**config.mk**
```make
export PLATFORM = sky130hd
export DESIGN_NAME = uint_to_decimal_ascii
export DESIGN_NICKNAME = d
export VERILOG_FILES = /design/src/u2da_pkg.sv /design/src/u2da_bcd_cell.sv /design/src/u2da_bcd_chain.sv /design/src/uint_to_decimal_ascii.sv
export VERILOG_INCLUDE_DIRS = /design/src /design/src/src
export SDC_FILE = /design/constraint.sdc
export NUM_CORES = 1
export LEC_CHECK = 0
export ABC_AREA = 1
export BUFFER_PORTS_ARGS = -buffer_cell sky130_fd_sc_hd__buf_4
export CAP_MARGIN = 20
export CORE_MARGIN = 4
export CORE_UTILIZATION = 65
export CTS_CLUSTER_SIZE = 28
export DETAILED_ROUTE_END_ITERATION = 6
export PLACE_DENSITY = 0.86
export SETUP_SLACK_MARGIN = 0.02
export SYNTH_ARGS = -nofsm -noshare
export SYNTH_HDL_FRONTEND = slang
export SYNTH_SLANG_ARGS = --single-unit
```
**constraint.sdc**
```tcl
create_clock -name i_clk -period 3.76 [get_ports i_clk]
set_input_delay 0.376 -clock i_clk [delete_from_list [all_inputs] [get_ports i_clk]]
set_output_delay 0.376 -clock i_clk [all_outputs]
set_load 0.02 [all_outputs]
```
**src/uint_to_decimal_ascii_defines.svh**
```systemverilog
// Assertion macros for the decimal ASCII converter.
// Depends on nothing; the including module supplies i_clk and i_rst_n.
`ifndef UINT_TO_DECIMAL_ASCII_DEFINES_SVH
`define UINT_TO_DECIMAL_ASCII_DEFINES_SVH

// A condition that must hold at every clock edge out of reset.
`define U2DA_ASSERT(lbl, cond, msg) \
    lbl: assert property (@(posedge i_clk) disable iff (!i_rst_n) (cond)) else $error(msg);

// A trigger that must be followed by a consequence in the next cycle.
`define U2DA_ASSERT_NEXT(lbl, ante, cons, msg) \
    lbl: assert property (@(posedge i_clk) disable iff (!i_rst_n) (ante) |=> (cons)) \
        else $error(msg);

`endif

```
**src/u2da_pkg.sv**
```systemverilog
// Shared types and constants for the decimal ASCII converter.
// Depends on nothing; used by the BCD cell, the BCD chain, the top level and the testbench.
package u2da_pkg;

    localparam int VALUE_W    = 32;
    localparam int FIXED_W    = 5;
    localparam int CODE_W     = 6;
    localparam int TOTAL_W    = 5;
    localparam int BCD_W      = 4;
    // A 32-bit value has at most ten decimal digits.
    localparam int NUM_BCD    = 10;
    localparam int BCD_IDX_W  = $clog2(NUM_BCD);
    // Two value bits enter the chain per cycle.
    localparam int BITS_PER_STEP = 2;
    localparam int CONV_STEPS = VALUE_W / BITS_PER_STEP;
    localparam int STEP_W     = $clog2(CONV_STEPS);

    localparam logic [CODE_W-1:0] ASCII_ZERO = CODE_W'(48);

    typedef logic [NUM_BCD-1:0][BCD_W-1:0] t_digits;

    typedef struct packed {
        logic load;
        logic shift;
    } t_chain_ctl;

    typedef enum logic [1:0] {
        ST_IDLE,
        ST_CONV,
        ST_SIZE,
        ST_EMIT
    } t_state;

endpackage

```
**src/u2da_bcd_cell.sv**
```systemverilog
// One BCD digit cell of the shift-and-add-3 chain.
// Depends on u2da_pkg for the digit width.
module u2da_bcd_cell (
    input  logic                        i_clk,
    input  logic                        i_load,
    input  logic                        i_shift,
    input  logic [1:0]                  i_carry,
    output logic [1:0]                  o_carry,
    output logic [u2da_pkg::BCD_W-1:0]  o_digit
);

    logic [u2da_pkg::BCD_W-1:0] r_digit;
    logic [u2da_pkg::BCD_W-1:0] n_digit;
    logic [u2da_pkg::BCD_W-1:0] w_adj1;
    logic [u2da_pkg::BCD_W-1:0] w_mid;
    logic [u2da_pkg::BCD_W-1:0] w_adj2;

    // Digits of five or more get three added so the shift carries into the next decade.
    function automatic logic [u2da_pkg::BCD_W-1:0] adj3(input logic [u2da_pkg::BCD_W-1:0] d);
        adj3 = (d >= u2da_pkg::BCD_W'(5)) ? d + u2da_pkg::BCD_W'(3) : d;
    endfunction

    // Two adjust-and-shift steps per cycle while i_shift is high; the upper bit of each step goes to the next cell.
    always_comb begin
        w_adj1  = adj3(r_digit);
        w_mid   = {w_adj1[2:0], i_carry[1]};
        w_adj2  = adj3(w_mid);
        n_digit = {w_adj2[2:0], i_carry[0]};
        o_carry = {w_adj1[3], w_adj2[3]};
    end

    always_ff @(posedge i_clk) begin
        if (i_load) begin
            r_digit <= '0;
        end else if (i_shift) begin
            r_digit <= n_digit;
        end
    end

    assign o_digit = r_digit;

endmodule

```
**src/u2da_bcd_chain.sv**
```systemverilog
// Row of BCD cells fed from a value shift register, two bits per cycle while i_ctl.shift is high.
// Depends on u2da_pkg and u2da_bcd_cell.
module u2da_bcd_chain (
    input  logic                          i_clk,
    input  u2da_pkg::t_chain_ctl          i_ctl,
    input  logic [u2da_pkg::VALUE_W-1:0]  i_value,
    output u2da_pkg::t_digits             o_digits,
    output logic                          o_overflow
);

    logic [u2da_pkg::VALUE_W-1:0]    r_bits;
    logic [u2da_pkg::NUM_BCD:0][1:0] w_carry;

    // The value leaves most significant bits first.
    always_ff @(posedge i_clk) begin
        if (i_ctl.load) begin
            r_bits <= i_value;
        end else if (i_ctl.shift) begin
            r_bits <= {r_bits[u2da_pkg::VALUE_W-3:0], 2'b00};
        end
    end

    assign w_carry[0] = r_bits[u2da_pkg::VALUE_W-1 -: 2];

    // Each cell takes its carries from the cell below it.
    for (genvar k = 0; k < u2da_pkg::NUM_BCD; k++) begin : g_cell
        u2da_bcd_cell u_cell (
            .i_clk   (i_clk),
            .i_load  (i_ctl.load),
            .i_shift (i_ctl.shift),
            .i_carry (w_carry[k]),
            .o_carry (w_carry[k+1]),
            .o_digit (o_digits[k])
        );
    end

    // Carry out of the top decade would mean a digit was lost.
    assign o_overflow = |w_carry[u2da_pkg::NUM_BCD];

endmodule

```
**src/uint_to_decimal_ascii.sv**
```systemverilog
// Unsigned 32-bit to decimal ASCII converter, top level.
// Input channel: i_valid / o_ready carry i_value and i_fixed_digits (0 = minimal digits,
// otherwise that many digits, zero padded, saturated to MAX_DIGITS, high digits dropped).
// Output channel: o_valid / i_ready carry one character per transfer, most significant
// first, with o_last_char on the final one and o_char_total the count of the value.
// One value is handled at a time. After acceptance the BCD chain converts two bits per
// cycle in the conversion state, the sizing state then fixes the character count, and
// the emit state offers the characters, one per transfer. The next value is accepted
// only after the controller has returned to idle, so a new value is never taken before
// the last character of the previous one has been transferred.
// A stall on the output simply holds the current character; o_ready stays low until the
// last character has been transferred.
// Reset returns the controller to idle with o_ready high and o_valid low; nothing else
// needs clearing, since the chain is cleared when each value is loaded.
// Depends on u2da_pkg, u2da_bcd_chain and uint_to_decimal_ascii_defines.svh.
`include "uint_to_decimal_ascii_defines.svh"

module uint_to_decimal_ascii #(
    parameter int MAX_DIGITS = 16
) (
    input  logic                          i_clk,
    input  logic                          i_rst_n,
    input  logic                          i_valid,
    output logic                          o_ready,
    input  logic [u2da_pkg::VALUE_W-1:0]  i_value,
    input  logic [u2da_pkg::FIXED_W-1:0]  i_fixed_digits,
    output logic                          o_valid,
    input  logic                          i_ready,
    output logic [u2da_pkg::CODE_W-1:0]   o_char_code,
    output logic                          o_last_char,
    output logic [u2da_pkg::TOTAL_W-1:0]  o_char_total
);

    localparam int COUNT_W = $clog2(MAX_DIGITS + 1);

    u2da_pkg::t_state                  r_state;
    u2da_pkg::t_state                  n_state;
    u2da_pkg::t_chain_ctl              w_ctl;
    u2da_pkg::t_digits                 w_digits;
    logic                              w_overflow;
    logic [u2da_pkg::STEP_W-1:0]       r_step;
    logic [u2da_pkg::STEP_W-1:0]       n_step;
    logic [u2da_pkg::FIXED_W-1:0]      r_req;
    logic [COUNT_W-1:0]                r_count;
    logic [COUNT_W-1:0]                n_count;
    logic [COUNT_W-1:0]                r_pos;
    logic [COUNT_W-1:0]                n_pos;
    logic [COUNT_W-1:0]                w_msd;
    logic [COUNT_W-1:0]                w_size;
    logic [u2da_pkg::BCD_W-1:0]        w_sel;

    u2da_bcd_chain u_chain (
        .i_clk      (i_clk),
        .i_ctl      (w_ctl),
        .i_value    (i_value),
        .o_digits   (w_digits),
        .o_overflow (w_overflow)
    );

    // Minimal digit count: one above the highest nonzero digit, at least one.
    always_comb begin
        w_msd = COUNT_W'(1);
        for (int k = 0; k < u2da_pkg::NUM_BCD; k++) begin
            if (w_digits[k] != '0) begin
                w_msd = COUNT_W'(k + 1);
            end
        end
    end

    // Character count for this value; minimal mode is not clamped to MAX_DIGITS.
    always_comb begin
        if (r_req == '0) begin
            w_size = w_msd;
        end else if (32'(r_req) > MAX_DIGITS) begin
            w_size = COUNT_W'(MAX_DIGITS);
        end else begin
            w_size = COUNT_W'(r_req);
        end
    end

    // Positions above the tenth decimal digit read as zero.
    always_comb begin
        if (r_pos < COUNT_W'(u2da_pkg::NUM_BCD)) begin
            w_sel = w_digits[r_pos[u2da_pkg::BCD_IDX_W-1:0]];
        end else begin
            w_sel = '0;
        end
    end

    assign o_char_code  = u2da_pkg::ASCII_ZERO + u2da_pkg::CODE_W'(w_sel);
    assign o_last_char  = (r_pos == '0);
    assign o_char_total = u2da_pkg::TOTAL_W'(r_count);

    // State register.
    always_ff @(posedge i_clk) begin
        if (!i_rst_n) begin
            r_state <= u2da_pkg::ST_IDLE;
        end else begin
            r_state <= n_state;
        end
    end

    // Working registers.
    always_ff @(posedge i_clk) begin
        r_step  <= n_step;
        r_count <= n_count;
        r_pos   <= n_pos;
        if (i_valid && o_ready) begin
            r_req <= i_fixed_digits;
        end
    end

    // Next state and outputs.
    always_comb begin
        n_state     = r_state;
        n_step      = r_step;
        n_count     = r_count;
        n_pos       = r_pos;
        w_ctl.load  = 1'b0;
        w_ctl.shift = 1'b0;
        o_ready     = 1'b0;
        o_valid     = 1'b0;
        case (r_state)
            u2da_pkg::ST_IDLE: begin
                o_ready = 1'b1;
                if (i_valid) begin
                    w_ctl.load = 1'b1;
                    n_step     = '0;
                    n_state    = u2da_pkg::ST_CONV;
                end
            end
            u2da_pkg::ST_CONV: begin
                w_ctl.shift = 1'b1;
                n_step      = r_step + u2da_pkg::STEP_W'(1);
                if (r_step == u2da_pkg::STEP_W'(u2da_pkg::CONV_STEPS - 1)) begin
                    n_state = u2da_pkg::ST_SIZE;
                end
            end
            u2da_pkg::ST_SIZE: begin
                n_count = w_size;
                n_pos   = w_size - COUNT_W'(1);
                n_state = u2da_pkg::ST_EMIT;
            end
            u2da_pkg::ST_EMIT: begin
                o_valid = 1'b1;
                if (i_ready) begin
                    if (r_pos == '0) begin
                        n_state = u2da_pkg::ST_IDLE;
                    end else begin
                        n_pos = r_pos - COUNT_W'(1);
                    end
                end
            end
            default: begin
                n_state = u2da_pkg::ST_IDLE;
            end
        endcase
    end

    // Checks on the controller and the chain.
    `U2DA_ASSERT(a_no_overflow, !((r_state == u2da_pkg::ST_CONV) && w_overflow), "BCD chain overflow")
    `U2DA_ASSERT(a_one_side, !(o_ready && o_valid), "input accepted while a character is offered")
    `U2DA_ASSERT_NEXT(a_last_ends, o_valid && i_ready && o_last_char, !o_valid, "output after last character")
    `U2DA_ASSERT_NEXT(a_total_holds, o_valid && i_ready && !o_last_char, o_valid && $stable(o_char_total), "character total changed within a value")

endmodule

```
==> flow_metrics.tcl, run 1 <==
set metrics [dict create \
    syn_inst 812 \
    firstDrtPassIters 5 \
    min_path_type "input pin to flip-flop" \
    ioPinCount 55 \
    finalHoldViolCount 0 \
    ant_nets 0 \
    cts_buffers 9 \
    fin_hold_ws_ns 0.173 \
    grt_remaining_overflow 0 \
    status "complete, no violations" \
    n_antenna_cell 0 \
    cellPowerDensity_mw_per_mm2 874 \
    ys_warn_count 0 \
    cts_tree "yes" \
    routed_wl_um 13700 \
    placed_cell_area_mm2 0.00649 \
    gp_congestion 0.926 \
    initial_utilization_pct 67.9 \
    cts-root-buf "clkbuf_8" \
    fmax_ghz 0.372 \
    cts_max_path_buffers 2 \
    num_rows 34 \
    core_mm2 0.00885 \
    syn2layout_area_growth_pct 11.6 \
    rsz0062_at_grt "no" \
    fp.dieW_um 104 \
    synth_area_mm2 0.00600 \
    grt_pass1_wl_um 23300 \
    avgSynthCellArea_um2 7.39 \
    cts_resized 0 \
    drive_gt1_share_pct 10.8 \
    clock_skew_ns 0.0140 \
    slew_headroom_pct 48.2 \
    post_drt_wl_per_cell_um 14.1 \
    drc_errors 0 \
    drtIter0Drc 394 \
    post_cts_buffers 0 \
    final_area_mm2 0.00670 \
    ys_types 35 \
    finalCritPeriodShare_pct 71.4 \
    grt_max_degree 42 \
    hold_buffers 0 \
    clock_sinks 93 \
    die_h_um 104 \
    ir_drop_mv 0.508 \
    place.port_buffers 52 \
    p_leak_uw 0.00320 \
    fin_util_pct 75.7 \
    grt_usage_pct 25.4 \
    synth.yosys.seq_area_share_pct 39.5 \
    clk_pin_slew_ns 0.11 \
    maxCapViolations 0 \
    setup_viol_count_final 0 \
    crit_type "flip-flop to output pin" \
    grt_pass1_vias 5364 \
    viasPerCell 5.71 \
    period_needed_ns 2.68 \
    critPathLaunchType "flip-flop" \
    dieArea_mm2 0.0108 \
    fin_tns_setup_ns 0 \
    finalMaxSlewViolations 0 \
    end_kind "output pin" \
    worst_ep_required_time_ns 3.38 \
    worst_pin_slew_ns 0.776 \
    critPathArrivalTime_ns 2.31 \
    antenna_found_initial 0 \
    cp_max_fo 25 \
    p_total_uw 5850 \
    via_count 5548 \
    clkLatencyLatePin_ns 0.37 \
    nets 945 \
    ys_seq_elements 93 \
    hpwl_um 9890 \
    htree_levels 3 \
]
==> cells by family after synthesis <==
group,count (synthesis),share of synthesized area (%)
buffers and inverters,133,8.54
adder cells (fa/ha/maj),46,9.59
flip-flops,93,39.5
XOR/XNOR,15,2.31
AO/OA/AOI/OAI,181,17.0
AND/OR/NAND/NOR,343,23.0
other,1,0.0625
==> cell usage in the layout, fill, tap and decap left out, types with 2 or more instances in the layout <==
cell / instances
nor2_2: 2
clkbuf_8: 9
ha_1: 46
a21oi_2: 2
nand3_1: 43
a211oi_1: 5
clkinv_1: 2
o21ai_2: 8
inv_2: 3
nand4_1: 3
inv_8: 3
o21ai_1: 5
o21ai_0: 76
xnor2_1: 2
edfxtp_1: 51
a21oi_1: 48
dfxtp_1: 42
nand2_1: 244
a31oi_1: 4
nand2_4: 2
buf_4: 56
conb_1: 2
inv_1: 105
nor3_1: 6
nor2_1: 41
clkinv_4: 3
o22ai_1: 27
o31ai_1: 2
xor2_1: 12
==> synth_stat cells <==
master	instances	share of area, %
nor2_1	42	2.6
o21ai_2	8	1.2
a31oi_1	4	0.42
dfxtp_1	42	14
xnor2_1	2	0.29
a21oi_1	48	4.0
buf_2	5	0.42
edfxtp_1	51	26
o22ai_1	27	2.8
clkinv_1	2	0.13
ha_1	46	9.6
a22o_1	1	0.15
clkbuf_1	16	1.0
nand4_1	3	0.31
or2_4	1	0.15
a211oi_1	5	0.63
a21oi_2	2	0.29
nor2_2	1	0.10
nand3_1	43	3.6
o21ai_1	5	0.42
o211ai_1	1	0.13
a21oi_4	1	0.27
nor3_1	6	0.50
nand2_1	244	15
xor2_1	12	1.8
conb_1	1	0.062
xor2_2	1	0.27
and2_1	1	0.10
buf_4	2	0.25
nand2_4	2	0.38
inv_1	106	6.6
o21a_1	1	0.13
o31ai_1	2	0.25
inv_2	2	0.13
o21ai_0	76	6.3
==> report_power, final <==
group / switching [µW] / internal, µW / total (µW)
Clock: 411 / 325 / 736
Sequential: 292 / 1620 / 1910
Combinational: 2150 / 1060 / 3210
==> registers in the layout, summed over array words and instances, names as in the netlist <==
| name | count |
|---|---|
| o_char_total | 5 |
| r_pos | 5 |
| r_req | 5 |
| r_state | 2 |
| r_step | 4 |
| u_chain.g_cell.u_cell.o_digit | 40 |
| u_chain.r_bits | 32 |
==> per-layer routing <==
metal  part of all wire [%]  GRT usage (%)  vias up
met5                      0              0        -
met4                    2.2           9.69        0
li1                       -              -     2764
met3                    6.3           3.97       27
met1                     43           31.5     2558
met2                     49           44.6      199
==> worst max-delay path, cell delays in order, from the launching register on <==
cell and delay (ns):
edfxtp_1 0.80, inv_2 0.27, a21oi_1 0.20, o21ai_0 0.10, nand3_1 0.08, nand3_1 0.08, a21oi_1 0.23, buf_4 0.19
==> path summary, 6_finish.rpt <==
kind | from | endpoint | slack, ns | cells past startpoint
worst min register to register | u_chain.r_bits[30]$_DFFE_PP_ | u_chain.g_cell[0].u_cell.o_digit[0]$_SDFFE_PP0P_ | 0.51 | 2
worst max register to register | u_chain.g_cell[1].u_cell.o_digit[0]$_SDFFE_PP0P_ | u_chain.g_cell[2].u_cell.o_digit[2]$_SDFFE_PP0P_ | 1.30 | 14
worst max-delay path | r_pos[0]$_DFFE_PP_ | o_char_code[2] | 1.08 | 7
worst min-delay path | i_fixed_digits[3] | r_req[3]$_DFFE_PP_ | 0.17 | 1
==> through the flow <==
step | setup slack [ns] | instances
global placement | 1.44 | 955
floorplan | 1.11 | 813
global route | 0.896 | 971
finish | 1.08 | 971
CTS | 1.13 | 971
detailed placement | 1.36 | 955
==> cell type report <==
cell class,count,area [µm²]
Clock inverter,7,90.1
Inverter,110,413
Timing Repair Buffer,57,440
Sequential cell,93,2370
Clock buffer,9,124
Tap cell,108,135
Multi-Input combinational cell,587,3130
Fill cell,657,2150
No activity file was read; power rests on OpenSTA's default activity.
==> run 2, diff against run 1 <==
CORE_UTILIZATION = 60   (was 65)
PLACE_DENSITY = 0.8   (was 0.86)
clock period = 2.7 ns   (was 3.76 ns; I/O delays follow)
==> flow_metrics.tcl, run 2 (synthesis results as in run 1) <==
set metrics [dict create \
    clk_pin_slew_ns 0.09 \
    place.port_buffers 52 \
    routed_wl_um 13600 \
    cellPowerDensity_mw_per_mm2 1200 \
    critPathLaunchType "flip-flop" \
    die_h_um 108 \
    end_kind "output pin" \
    n_antenna_cell 0 \
    status "complete, no violations" \
    gp_congestion 0.890 \
    clock_skew_ns 0.0125 \
    cp_max_fo 11 \
    via_count 5439 \
    worst_pin_slew_ns 0.515 \
    fp.dieW_um 108 \
    viasPerCell 5.44 \
    grt_remaining_overflow 0 \
    clock_sinks 93 \
    num-fill-cells 810 \
    fmax_ghz 0.390 \
    ant_nets 0 \
    cts_buffers 9 \
    post_cts_buffers 0 \
    final_cell_mix "244 x nand2_1, 105 x inv_1, 76 x o21ai_0, 59 x buf_4, 51 x edfxtp_1" \
    firstDrtPassIters 6 \
    setup_viol_count_final 0 \
    cts_max_path_buffers 2 \
    finalHoldViolCount 0 \
    ff2ff_setup_slack_ns 0.30 \
    grt_pass1_wl_um 22700 \
    syn2layout_area_growth_pct 12.4 \
    num_rows 36 \
    clkLatencyLatePin_ns 0.36 \
    htree_levels 3 \
    drtIter0Drc 303 \
    largest_register_ffs 40 \
    dp_cells 983 \
    fin_tns_setup_ns 0 \
    cpMaxStageDelayCell "edfxtp_1" \
    finalCritPeriodShare_pct 94.9 \
    worst_ep_required_time_ns 2.43 \
    grt_usage_pct 24.0 \
    drive_gt1_share_pct 11.3 \
    slowest_delay_ns 0.65 \
    critPathArrivalTime_ns 2.29 \
    period_needed_ns 2.56 \
    hold_buffers 0 \
    cts-root-buf "clkbuf_8" \
    final_cells 999 \
    path_cells "clkinvlp_4 > a21oi_1 > o21ai_0 > nand3_1 > nand3_1 > a21oi_1 > buf_4" \
    finalMaxSlewViolations 0 \
    dieArea_mm2 0.0117 \
    core_mm2 0.00977 \
    crit_type "flip-flop to output pin" \
    min_path_type "input pin to flip-flop" \
    cts_tree "yes" \
    grt_max_degree 42 \
    slew_headroom_pct 65.3 \
    maxCapViolations 0 \
    drc_errors 0 \
    hpwl_um 10100 \
    nets 948 \
    final_common_cell "nand2_1" \
    p_leak_uw 0.00321 \
    initial_utilization_pct 61.4 \
    antenna_found_initial 0 \
    ioPinCount 55 \
    post_drt_wl_per_cell_um 13.6 \
    cts_resized 0 \
    setup_ws_ns 0.139 \
    ir_drop_mv 0.575 \
    dpl_worst_slack_ns 0.336 \
    fin_hold_ws_ns 0.0862 \
    grt_pass1_vias 5137 \
    rsz0062_at_grt "no" \
]
## run 2: cell count changes in the layout (fill, tap and decap cells not counted)
cell	before	now
clkinv_1	2	1
inv_6	0	1
xor2_1	12	11
inv_8	3	0
xor2_2	1	2
clkinv_4	3	2
clkinv_2	0	2
buf_4	56	59
clkinvlp_4	0	2
## run 2: report_power, final
group          total, µW  internal, µW  switching, µW
clock network        955           432            523
registers           2630          2250            387
logic               4480          1500           2980
total               8070          4180           3890
## run 2: worst paths after layout
kind / depth (start not counted) / start / endpoint
worst max-delay path: 7 / r_pos[1]$_DFFE_PP_ / o_char_code[1]
worst min-delay path: 1 / i_fixed_digits[0] / r_req[0]$_DFFE_PP_
worst max register to register: 14 / u_chain.g_cell[1].u_cell.o_digit[0]$_SDFFE_PP0P_ / u_chain.g_cell[2].u_cell.o_digit[2]$_SDFFE_PP0P_
worst min register to register: 2 / u_chain.r_bits[30]$_DFFE_PP_ / u_chain.g_cell[0].u_cell.o_digit[0]$_SDFFE_PP0P_
## run 2: area by class of cell
class / count / area, µm² / area share [%]
clock buffers: 9 / 124 / 1.84
multi-input cells: 587 / 3130 / 46.4
repair buffers: 60 / 463 / 6.86
inverters: 110 / 417 / 6.17
well taps: 133 / 166 / 2.47
flip-flops and latches: 93 / 2370 / 35.2
clock inverters: 7 / 73.8 / 1.09
## run 2: critical path, delay by kind of cell (launching register included)
family                 cells  cell delay, ns
AND/OR/NAND/NOR            2            0.21
flip-flops                 1            0.65
buffers and inverters      2            0.53
AO/OA/AOI/OAI              3            0.53
## run 2: per-layer routing
layer  up-vias  routed length [µm]  track usage, %  part of all wire [%]
met2       159                6650            42.0                    49
met1      2479                5940            30.3                    44
met4         0                 296            7.12                   2.2
met3        31                 704            4.36                   5.2
li1       2770                   -               -                     -
met5         -                   0               0                     0
## run 2: metrics by stage
stage / cell area, µm² / utilization, % / power [µW]
final: 6750 / 69.0 / 8070
after global routing: 6750 / 69.0 / 8870
after CTS: 6740 / 68.9 / 8040
after detailed placement: 6540 / 66.9 / 7080
after global placement: 6540 / 66.9 / 6870
after floorplan: 6010 / - / 5920
==> run 3, diff against run 2 <==
GPL_TIMING_DRIVEN = 0   (was not set)
==> flow_metrics.tcl, run 3 (synthesis results as in run 1) <==
set metrics [dict create \
    status "complete, no violations" \
    num_rows 36 \
    critPathLaunchType "flip-flop" \
    fp.dieW_um 108 \
    crit_type "flip-flop to output pin" \
    highest_layer "met4" \
    worst_ep_required_time_ns 2.43 \
    gp_congestion 0.891 \
    drtIter0Drc 369 \
    path_cells "inv_2 > clkbuf_1 > o21ai_0 > nand3_1 > nand3_1 > a21oi_1 > buf_4" \
    clk_pin_slew_ns 0.10 \
    p_total_uw 8180 \
    cpMaxStageDelayCell "edfxtp_1" \
    grt_pass1_vias 5351 \
    initial_utilization_pct 61.4 \
    core_mm2 0.00977 \
    p_leak_uw 0.00324 \
    setup_viol_count_final 0 \
    htree_levels 3 \
    finalCritPeriodShare_pct 92.0 \
    final_cells 1015 \
    fin_util_pct 69.5 \
    final_common_cell "nand2_1" \
    grt_pass1_wl_um 23800 \
    fin_hold_ws_ns 0.0662 \
    firstDrtPassIters 5 \
    via_count 5542 \
    antenna_found_initial 0 \
    slowest_delay_ns 0.52 \
    cts-root-buf "clkbuf_8" \
    ant_nets 0 \
    min_path_type "input pin to flip-flop" \
    viasPerCell 5.46 \
    drt-met1-wl_um 5990 \
    end_kind "output pin" \
    drive_gt1_share_pct 11.0 \
    maxCapViolations 0 \
    cellPowerDensity_mw_per_mm2 1200 \
    period_needed_ns 2.48 \
    ioPinCount 55 \
    syn2layout_area_growth_pct 13.1 \
    critPathArrivalTime_ns 2.21 \
    met2_length_um 7150 \
    dp_cells 999 \
    n_antenna_cell 0 \
    dieArea_mm2 0.0117 \
    fin_tns_setup_ns 0 \
    drc_errors 0 \
    finalHoldViolCount 0 \
    place.port_buffers 52 \
    grt_max_degree 36 \
    routed_wl_um 14300 \
    largest_register_ffs 40 \
    route.met3.wl_um 795 \
    hpwl_um 10800 \
    die_h_um 108 \
    clkLatencyLatePin_ns 0.38 \
    cts_buffers 9 \
    finalMaxSlewViolations 0 \
    post_drt_wl_per_cell_um 14.1 \
    cts_max_path_buffers 2 \
    cp_common_cell "nand3_1" \
    worst_pin_slew_ns 0.668 \
    grt_usage_pct 25.4 \
    rsz0062_at_grt "no" \
    clock_skew_ns 0.0128 \
    cts_tree "yes" \
    final_cell_mix "244 x nand2_1, 106 x inv_1, 76 x o21ai_0, 54 x buf_4, 51 x edfxtp_1" \
    post_cts_buffers 0 \
    slew_headroom_pct 55.5 \
    ir_drop_mv 0.554 \
    grt_remaining_overflow 0 \
    nets 964 \
    clock_sinks 93 \
    cp_max_fo 10 \
    fmax_ghz 0.403 \
]
-- run 3: cell count changes in the layout (fill, tap and decap cells not counted), moves of 2 or more --
cell,change
clkbuf_2,+2
clkinvlp_4,-2
clkinv_4,-2
buf_2,+5
clkbuf_1,+14
inv_8,+2
clkinv_8,+2
buf_4,-5
-- run 3: per-stage QoR --
| stage | cell area [µm²] | setup slack [ns] |
|---|---|---|
| after CTS | 6790 | 0.200 |
| after global placement | 6570 | -0.768 |
| after floorplan | 6010 | 0.0482 |
| after global routing | 6790 | 0.0364 |
| final | 6790 | 0.217 |
| after detailed placement | 6590 | 0.247 |
-- run 3: path summary, 6_finish.rpt --
check	end	from	slack [ns]	depth (start not counted)
worst max register to register	u_chain.g_cell[2].u_cell.o_digit[1]$_SDFFE_PP0P_	r_state[0]$_SDFFE_PN0P_	0.23	9
worst min-delay path	r_req[4]$_DFFE_PP_	i_fixed_digits[4]	0.07	1
worst max-delay path	o_char_code[0]	r_pos[0]$_DFFE_PP_	0.22	7
worst min register to register	u_chain.g_cell[0].u_cell.o_digit[0]$_SDFFE_PP0P_	u_chain.r_bits[30]$_DFFE_PP_	0.51	2
-- run 3: worst max-delay path: cells and delay by family (launching register included) --
family | cells | cell delay (ns)
buf+inv | 3 | 0.75
flops | 1 | 0.52
compound gates | 2 | 0.37
simple gates | 2 | 0.20
-- run 3: power breakdown --
part           total (µW)  switching, µW  internal, µW
Combinational        4610           3100          1510
Clock                 964            595           369
Sequential           2610            363          2250
-- run 3: timing repair --
| item | CTS | global route |
|---|---|---|
| endpoints found under the setup margin | 0 | 10 |
| hold buffers | 0 | 0 |
| gates resized for setup | 0 | 3 |
-- run 3: area by class of cell --
type	count	area (µm²)
clock inverter	7	77.6
inverter	110	413
fill	840	2980
clock buffer	9	124
multi-input combinational	587	3130
buffer	23	103
timing repair buffer	53	410
sequential	93	2370
tap	133	166
-- run 3: layer usage --
layer / global-route usage [%] / vias to the layer above
met5: 0 / -
met4: 9.74 / 0
met3: 5.01 / 35
met2: 44.9 / 181
met1: 30.5 / 2518
li1: - / 2808
